==> config.mk <==
export PLATFORM = sky130hd
export DESIGN_NAME = graph_dfs_bfs_order
export DESIGN_NICKNAME = d
export VERILOG_FILES = /design/src/gdbo_pkg.sv /design/src/graph_dfs_bfs_order.sv
export SDC_FILE = /design/constraint.sdc
export NUM_CORES = 2
export LEC_CHECK = 0
export BUFFER_PORTS_ARGS = -buffer_cell sky130_fd_sc_hd__buf_2
export CORE_ASPECT_RATIO = 0.5
export CORE_MARGIN = 4
export CORE_UTILIZATION = 40
export DETAILED_ROUTE_END_ITERATION = 10
export GPL_TIMING_DRIVEN = 1
export PLACE_DENSITY = 0.63
export RECOVER_POWER = 100
export SETUP_SLACK_MARGIN = 0.1
export SLEW_MARGIN = 20
export SYNTH_ARGS = -nofsm -noshare
export SYNTH_HDL_FRONTEND = slang
export SYNTH_SLANG_ARGS = --single-unit
==> constraint.sdc <==
create_clock -name clock -period 3.95 [get_ports clock]
set_clock_uncertainty 0.15 [all_clocks]
set_input_delay 0.1975 -clock clock [delete_from_list [all_inputs] [get_ports clock]]
set_output_delay 0.1975 -clock clock [all_outputs]
set_load 0.005 [all_outputs]
==> src/gdbo_pkg.sv <==
// ----------------------------------------------------------------------------
// gdbo_pkg: shared types for the graph traversal block
// Item opcodes and the one-hot sequencer state encoding.
// ----------------------------------------------------------------------------
`timescale 1ns / 1ps

package gdbo_pkg;

   typedef enum logic [1:0] {
      OP_EDGE  = 2'd0,
      OP_DFS   = 2'd1,
      OP_BFS   = 2'd2,
      OP_CLEAR = 2'd3
   } op_type;

   typedef enum logic [10:0] {
      ST_IDLE   = 11'b000_0000_0001,
      ST_BAD    = 11'b000_0000_0010,
      ST_EA     = 11'b000_0000_0100,
      ST_EB     = 11'b000_0000_1000,
      ST_EW     = 11'b000_0001_0000,
      ST_PICK   = 11'b000_0010_0000,
      ST_POP    = 11'b000_0100_0000,
      ST_QRD    = 11'b000_1000_0000,
      ST_QDATA  = 11'b001_0000_0000,
      ST_BSCAN  = 11'b010_0000_0000,
      ST_FINISH = 11'b100_0000_0000
   } state_type;

endpackage

==> src/graph_dfs_bfs_order.sv <==
// ----------------------------------------------------------------------------
// graph_dfs_bfs_order: depth-first / breadth-first visiting order
// Adjacency bit matrix in a memory, one shared lowest-unvisited pick unit,
// and a walk stack/queue memory under a small sequencer.
// ----------------------------------------------------------------------------
// One item is in work at a time; req_ready is high only while the sequencer
// is idle. An edge item does a read-modify-write of both matrix rows through
// the single adjacency port. A depth-first walk sends out each vertex it
// finds, pushes it and descends into it, and backtracks by popping the
// stack; a breadth-first walk dequeues a vertex, sends it out and enqueues
// its unvisited neighbors. Both walks are paced by the single read port of
// the adjacency and walk memories, one priority pick per cycle while no
// output stall holds the walk.
// A bad start gives one item (vertex 0, bad_start and last set).
// Results leave through an output register; the walk stalls only when that
// register is still full. The last flag marks the final vertex of a walk.
`timescale 1ns / 1ps

module graph_dfs_bfs_order
   import gdbo_pkg::*;
#(
   parameter int N_NODES = 32
) (
   input  logic       clock,
   input  logic       reset,
   input  logic       req_valid,
   output logic       req_ready,
   input  logic [1:0] req_op,
   input  logic [5:0] req_node_a,
   input  logic [5:0] req_node_b,
   output logic       rsp_valid,
   input  logic       rsp_ready,
   output logic [5:0] rsp_vertex,
   output logic       rsp_bad_start,
   output logic       rsp_last
);

   localparam int IDX_W = $clog2(N_NODES);
   localparam int CNT_W = $clog2(N_NODES + 1);
   localparam logic [6:0] N_MAX = 7'(N_NODES);

   // memories
   logic [N_NODES-1:0] adj_mem [N_NODES];
   logic               adj_ok_ff [N_NODES];
   logic [IDX_W-1:0]   st_mem [N_NODES];

   logic [N_NODES-1:0] adj_rd_data_ff;
   logic               adj_rd_ok_ff;
   logic [IDX_W-1:0]   st_rd_data_ff;

   logic               adj_we;
   logic [IDX_W-1:0]   adj_wa;
   logic [N_NODES-1:0] adj_wd;
   logic [IDX_W-1:0]   adj_rd_addr;
   logic               adj_clear;
   logic               st_we;
   logic [IDX_W-1:0]   st_wa;
   logic [IDX_W-1:0]   st_wd;
   logic [IDX_W-1:0]   st_rd_addr;

   // sequencer state
   state_type          state_ff, state_in;
   logic [IDX_W-1:0]   a_ff, a_in;
   logic [IDX_W-1:0]   b_ff, b_in;
   logic [IDX_W-1:0]   cur_ff, cur_in;
   logic [IDX_W-1:0]   pend_ff, pend_in;
   logic               pend_vld_ff, pend_vld_in;
   logic [CNT_W-1:0]   tail_ff, tail_in;
   logic [CNT_W-1:0]   head_ff, head_in;
   logic [N_NODES-1:0] visited_ff, visited_in;

   logic               rsp_valid_ff, rsp_valid_in;
   logic [5:0]         rsp_vertex_ff, rsp_vertex_in;
   logic               rsp_bad_ff, rsp_bad_in;
   logic               rsp_last_ff, rsp_last_in;

   // datapath
   logic [N_NODES-1:0] row_val;
   logic [N_NODES-1:0] cand;
   logic               found;
   logic [IDX_W-1:0]   pick;
   logic               out_free;
   logic [5:0]         a_sub, b_sub;
   logic [IDX_W-1:0]   a_idx, b_idx;
   logic               a_ok, b_ok;
   logic [CNT_W-1:0]   tail_m1, tail_m2;
   logic [CNT_W-1:0]   head_p1, tail_p1;
   logic [5:0]         pend_vertex;

   function automatic logic [IDX_W-1:0] low_idx(input logic [N_NODES-1:0] v);
      logic [IDX_W-1:0] r;
      r = '0;
      for (int i = N_NODES - 1; i >= 0; i--) begin
         if (v[i]) begin
            r = IDX_W'(i);
         end
      end
      return r;
   endfunction

   function automatic logic [N_NODES-1:0] vbit(input logic [IDX_W-1:0] idx);
      return N_NODES'(1) << idx;
   endfunction

   assign row_val  = adj_rd_ok_ff ? adj_rd_data_ff : '0;
   assign cand     = row_val & ~visited_ff;
   assign found    = |cand;
   assign pick     = low_idx(cand);
   assign out_free = !rsp_valid_ff || rsp_ready;

   assign a_sub = req_node_a - 6'd1;
   assign b_sub = req_node_b - 6'd1;
   assign a_idx = a_sub[IDX_W-1:0];
   assign b_idx = b_sub[IDX_W-1:0];
   assign a_ok  = (req_node_a != 6'd0) && ({1'b0, req_node_a} <= N_MAX);
   assign b_ok  = (req_node_b != 6'd0) && ({1'b0, req_node_b} <= N_MAX);

   assign tail_m1 = tail_ff - CNT_W'(1);
   assign tail_m2 = tail_ff - CNT_W'(2);
   assign tail_p1 = tail_ff + CNT_W'(1);
   assign head_p1 = head_ff + CNT_W'(1);

   assign pend_vertex = 6'(7'(pend_ff) + 7'd1);

   assign req_ready     = (state_ff == ST_IDLE);
   assign rsp_valid     = rsp_valid_ff;
   assign rsp_vertex    = rsp_vertex_ff;
   assign rsp_bad_start = rsp_bad_ff;
   assign rsp_last      = rsp_last_ff;

   always_comb begin
      state_in    = state_ff;
      a_in        = a_ff;
      b_in        = b_ff;
      cur_in      = cur_ff;
      pend_in     = pend_ff;
      pend_vld_in = pend_vld_ff;
      tail_in     = tail_ff;
      head_in     = head_ff;
      visited_in  = visited_ff;

      rsp_valid_in  = rsp_valid_ff && !rsp_ready;
      rsp_vertex_in = rsp_vertex_ff;
      rsp_bad_in    = rsp_bad_ff;
      rsp_last_in   = rsp_last_ff;

      adj_we      = 1'b0;
      adj_wa      = a_ff;
      adj_wd      = row_val;
      adj_rd_addr = cur_ff;
      adj_clear   = 1'b0;
      st_we       = 1'b0;
      st_wa       = tail_ff[IDX_W-1:0];
      st_wd       = pick;
      st_rd_addr  = head_ff[IDX_W-1:0];

      unique case (state_ff)
         ST_IDLE: begin
            adj_rd_addr = a_idx;
            if (req_valid) begin
               unique case (op_type'(req_op))
                  OP_EDGE: begin
                     a_in = a_idx;
                     b_in = b_idx;
                     if (a_ok && b_ok) begin
                        state_in = ST_EA;
                     end
                  end
                  OP_CLEAR: begin
                     adj_clear  = 1'b1;
                     visited_in = '0;
                  end
                  OP_DFS, OP_BFS: begin
                     if (!a_ok) begin
                        state_in = ST_BAD;
                     end else begin
                        visited_in = vbit(a_idx);
                        cur_in     = a_idx;
                        pend_in    = a_idx;
                        st_we      = 1'b1;
                        st_wa      = '0;
                        st_wd      = a_idx;
                        tail_in    = CNT_W'(1);
                        head_in    = '0;
                        if (op_type'(req_op) == OP_DFS) begin
                           // start vertex goes out first; its row is read now
                           pend_vld_in = 1'b1;
                           state_in    = ST_PICK;
                        end else begin
                           pend_vld_in = 1'b0;
                           state_in    = ST_QRD;
                        end
                     end
                  end
                  default: ;
               endcase
            end
         end

         ST_BAD: begin
            if (out_free) begin
               rsp_valid_in  = 1'b1;
               rsp_vertex_in = 6'd0;
               rsp_bad_in    = 1'b1;
               rsp_last_in   = 1'b1;
               state_in      = ST_IDLE;
            end
         end

         ST_EA: begin
            adj_rd_addr = a_ff;
            state_in    = ST_EB;
         end

         ST_EB: begin
            adj_we      = 1'b1;
            adj_wa      = a_ff;
            adj_wd      = row_val | vbit(b_ff);
            adj_rd_addr = b_ff;
            state_in    = ST_EW;
         end

         ST_EW: begin
            adj_we   = 1'b1;
            adj_wa   = b_ff;
            adj_wd   = row_val | vbit(a_ff);
            state_in = ST_IDLE;
         end

         ST_PICK: begin
            if (found) begin
               if (out_free) begin
                  // push the found vertex and descend into it
                  rsp_valid_in  = 1'b1;
                  rsp_vertex_in = pend_vertex;
                  rsp_bad_in    = 1'b0;
                  rsp_last_in   = 1'b0;
                  pend_in       = pick;
                  visited_in    = visited_ff | vbit(pick);
                  st_we         = 1'b1;
                  st_wa         = tail_ff[IDX_W-1:0];
                  st_wd         = pick;
                  tail_in       = tail_p1;
                  cur_in        = pick;
                  adj_rd_addr   = pick;
               end
            end else begin
               // backtrack
               tail_in    = tail_m1;
               st_rd_addr = tail_m2[IDX_W-1:0];
               if (tail_m1 == '0) begin
                  state_in = ST_FINISH;
               end else begin
                  state_in = ST_POP;
               end
            end
         end

         ST_POP: begin
            cur_in      = st_rd_data_ff;
            adj_rd_addr = st_rd_data_ff;
            state_in    = ST_PICK;
         end

         ST_QRD: begin
            state_in = ST_QDATA;
         end

         ST_QDATA: begin
            if (!pend_vld_ff || out_free) begin
               if (pend_vld_ff) begin
                  rsp_valid_in  = 1'b1;
                  rsp_vertex_in = pend_vertex;
                  rsp_bad_in    = 1'b0;
                  rsp_last_in   = 1'b0;
               end
               pend_in     = st_rd_data_ff;
               pend_vld_in = 1'b1;
               head_in     = head_p1;
               cur_in      = st_rd_data_ff;
               adj_rd_addr = st_rd_data_ff;
               state_in    = ST_BSCAN;
            end
         end

         ST_BSCAN: begin
            if (found) begin
               // enqueue one neighbor per cycle
               st_we      = 1'b1;
               st_wa      = tail_ff[IDX_W-1:0];
               st_wd      = pick;
               tail_in    = tail_p1;
               visited_in = visited_ff | vbit(pick);
            end else if (head_ff == tail_ff) begin
               state_in = ST_FINISH;
            end else begin
               state_in = ST_QRD;
            end
         end

         ST_FINISH: begin
            if (out_free) begin
               rsp_valid_in  = 1'b1;
               rsp_vertex_in = pend_vertex;
               rsp_bad_in    = 1'b0;
               rsp_last_in   = 1'b1;
               pend_vld_in   = 1'b0;
               state_in      = ST_IDLE;
            end
         end

         default: begin
            state_in = ST_IDLE;
         end
      endcase
   end

   // control registers
   always_ff @(posedge clock) begin
      if (reset) begin
         state_ff     <= ST_IDLE;
         pend_vld_ff  <= 1'b0;
         tail_ff      <= '0;
         head_ff      <= '0;
         visited_ff   <= '0;
         rsp_valid_ff <= 1'b0;
      end else begin
         state_ff     <= state_in;
         pend_vld_ff  <= pend_vld_in;
         tail_ff      <= tail_in;
         head_ff      <= head_in;
         visited_ff   <= visited_in;
         rsp_valid_ff <= rsp_valid_in;
      end
   end

   // payload registers
   always_ff @(posedge clock) begin
      a_ff          <= a_in;
      b_ff          <= b_in;
      cur_ff        <= cur_in;
      pend_ff       <= pend_in;
      rsp_vertex_ff <= rsp_vertex_in;
      rsp_bad_ff    <= rsp_bad_in;
      rsp_last_ff   <= rsp_last_in;
   end

   // adjacency rows: a row without its valid bit reads as no edges
   always_ff @(posedge clock) begin
      if (reset || adj_clear) begin
         for (int i = 0; i < N_NODES; i++) begin
            adj_ok_ff[i] <= 1'b0;
         end
      end else if (adj_we) begin
         adj_ok_ff[adj_wa] <= 1'b1;
      end
   end

   always_ff @(posedge clock) begin
      if (adj_we) begin
         adj_mem[adj_wa] <= adj_wd;
      end
      adj_rd_data_ff <= adj_mem[adj_rd_addr];
      adj_rd_ok_ff   <= adj_ok_ff[adj_rd_addr];
   end

   // walk stack / queue
   always_ff @(posedge clock) begin
      if (st_we) begin
         st_mem[st_wa] <= st_wd;
      end
      st_rd_data_ff <= st_mem[st_rd_addr];
   end

endmodule
==> impl_metrics.tcl <==
set metrics [dict create \
    mostFrequentLayoutCells "edfxtp_1, nand2_1, buf_4" \
    drt-total-wl_mm 172 \
    startpoint "adj_rd_data_ff[13]$_DFF_P_" \
    clockBufferDepth 3 \
    place.gp.congestion 0.938 \
    drv_cap 0 \
    synth_edf_count 1212 \
    avgSynthCellArea_um2 14.6 \
    max_freq_mhz 245 \
    grt_start_max_net_pins 57 \
    num_io_pins 28 \
    cpPeakStageDelay_ps 500 \
    rsz0062_at_grt "yes" \
    cp.required_ps 4390 \
    synth.yosys.seq_area_share_pct 71.0 \
    endpoint_kind "register" \
    hold_start "req_op[1]" \
    fp.dieW_um 532 \
    fin_crit_ps 4070 \
    antenna_found_initial 6 \
    tightest_slew_ps 1150 \
    critPathArrivalTime_ps 4510 \
    path_class "reg -> reg" \
    fin_cells 6204 \
    drive_above_1_share_pct 27.6 \
    final_max_slew_viol_count 0 \
    cts_tree "yes" \
    holdCritPathClass "in -> reg" \
    root_buffer "clkbuf_16" \
    synth-async-reset-ratio_pct 0 \
    placed_cell_area_um2 61500 \
    grt_first_pass_wirelength_mm 239 \
    synthDistinctLibCells 88 \
    rows 95 \
    postLayoutCoreUtil_pct 51.2 \
    outcome "finished with violations" \
    clk_latency_ps 760 \
    ys.flop_type "edfxtp_1" \
    numPortBuffers 27 \
    timing.critical_path.mode_cell "buf_12" \
    wire_per_inst_um 27.6 \
    hold_viol 0 \
    grt.total_usage_pct 22.4 \
    cellLeakagePower_nw 23.9 \
    p_per_area_nw_per_um2 860 \
    grt_overflow 0 \
    start_util_pct 40.5 \
    core_area_um2 135000 \
    die_area_um2 143000 \
    vias 36800 \
    synthToLayoutAreaGrowth_pct 26.3 \
    synth_warnings 0 \
    holdWs_ps 91.6 \
    crit_slowest_cell "nor4_4" \
    fin_area_um2 69300 \
    critPathMaxFanout 15 \
    h-tree-depth 3 \
    dr.pass1.iters 8 \
    dp.cells 5818 \
    violations "setup timing" \
    fin_crit_sh_pct 103 \
    route.detailed.drc 0 \
    worst_slack_ps -125 \
    final_common_cell "edfxtp_1" \
    cts_buffers 119 \
    syn_inst 3766 \
    synth_area_um2 54800 \
    synth-seq-cells 1339 \
    numClockSinks 1339 \
    dp_hpwl_mm 102 \
    n_fill_cell 10900 \
    start_kind "register" \
    ant_nets 0 \
    path_cells "buf_12 -> nor2b_2 -> o41ai_2 -> buf_4 -> nand4_1 -> nor2_2 -> nor3_2 -> a221o_2 -> buf_6 -> nor2_4 -> buf_12 -> nor2_4 -> buf_12 -> buf_12 -> a32oi_4 -> a21boi_2 -> nor4_4" \
    routed_via_density 5.94 \
    ir_worst_vdd_mv 0.726 \
    setup_viol 11 \
    grt_pass1_vias 34700 \
    relSlewSlack_pct 23.3 \
    syn_nets 3801 \
    cts.clk_slew.worst_paths_ps 60 \
    dp_slack_ps -1230 \
    r2r-start "adj_rd_data_ff[13]$_DFF_P_" \
    layout.nets 4340 \
    dr.first_iter.drc_count 5012 \
    die_y_um 270 \
]
## area by class of cell
class | instances | area [um^2] | share of cell area, %
Timing Repair Buffer | 648 | 7340 | 10.6
Clock inverter | 65 | 742 | 1.07
Inverter | 29 | 109 | 0.157
Multi-Input combinational cell | 2168 | 16600 | 24.0
Tap cell | 1794 | 2240 | 3.24
Clock buffer | 160 | 3240 | 4.68
Antenna cell | 1 | 2.50 | 0.00361
Sequential cell | 1339 | 39000 | 56.3
## worst max-delay path: cells and delay by family (launching register included)
family / cells / cell delay (ps)
AND/OR/NAND/NOR: 7 / 1290
flip-flops: 1 / 350
buffers and inverters: 6 / 950
AO/OA/AOI/OAI: 4 / 1130
## final timing paths
check | cells past startpoint | slack (ps) | endpoint
worst max-delay path | 17 | -120 | adj_rd_data_ff[8]$_DFF_P_
worst min-delay path | 5 | 90 | pend_vld_ff$_SDFFE_PP0P_
worst max register to register | 17 | -120 | adj_rd_data_ff[8]$_DFF_P_
worst min register to register | 1 | 310 | adj_ok_ff[22]$_DFF_P_
## logic make-up (layout without fill, tap and decap cells)
family          count (synthesis)  count (layout)  synth area share (%)
buf+inv                       261             902                  2.44
compound gates                822             824                  10.6
simple gates                  987             987                  8.47
flops                        1339            1339                  71.0
other cells                     0               1                     0
xor+xnor                       28              28                 0.447
mux                           312             312                  6.62
fa+ha+maj                      17              17                 0.388
## report_power, final
group	leakage, nW	internal [mW]	total, mW	switching, mW
Clock	1.94	6.59	11.9	5.31
Combinational	9.82	12.7	29.3	16.7
Sequential	12.1	17.7	18.3	0.578
Total	23.9	37.0	59.5	22.5
## cells in the mapped netlist, types with 40 or more instances
master    instances  area [um^2]
dfxtp_1         127         2540
nand2_1         441         1660
buf_2            69          345
a211oi_1         69          518
nor2b_1          44          275
mux4_2           40          901
edfxtp_1       1212        36400
o221ai_1         72          631
a31oi_1         102          638
nand3_1          95          475
nor2_1          172          646
mux2i_1         266         2660
and2_1           62          388
clkbuf_1        105          394
a21oi_1         112          561
a221oi_1         65          569
o21ai_0         157          786
## through the flow
| stage | total power [mW] | setup TNS, ps |
|---|---|---|
| after detailed placement | 41.8 | -13120 |
| after floorplan | 31.0 | -301750 |
| after global routing | 61.8 | -2460 |
| after CTS | 55.6 | -471 |
| after global placement | 41.4 | -10550 |
| final | 59.5 | -426 |
## flip-flops by register name, indices dropped and copies added (netlist names)
register        flops
a_ff                5
adj_mem          1024
adj_ok_ff          32
adj_rd_data_ff     32
adj_rd_ok_ff        1
b_ff                5
cur_ff              5
head_ff             6
pend_ff             5
pend_vld_ff         1
rsp_bad_start       1
rsp_last            1
rsp_valid           1
rsp_vertex          6
st_mem            160
st_rd_data_ff       5
state_ff           11
tail_ff             6
visited_ff         32
## repair_timing
action / CTS / global route
resized for setup: 121 / 325
endpoints found under the setup margin: 201 / 167
gates cloned: 8 / 17
hold buffers: 20 / 0
setup buffers: 55 / 63
pin swaps: 41 / 105
hold endpoints to repair: 98 / 0
## metal layers
| metal | share of wire [%] | global-route usage, % | vias up | wire, um |
|---|---|---|---|---|
| li1 | - | - | 15800 | - |
| met1 | 41 | 31.5 | 18600 | 69500 |
| met2 | 45 | 34.6 | 2055 | 76800 |
| met3 | 11 | 4.84 | 404 | 18600 |
| met4 | 3.8 | 7.35 | 4 | 6590 |
| met5 | 0.014 | 0 | - | 24 |
Note: power is estimated with default switching activity, not from simulation.
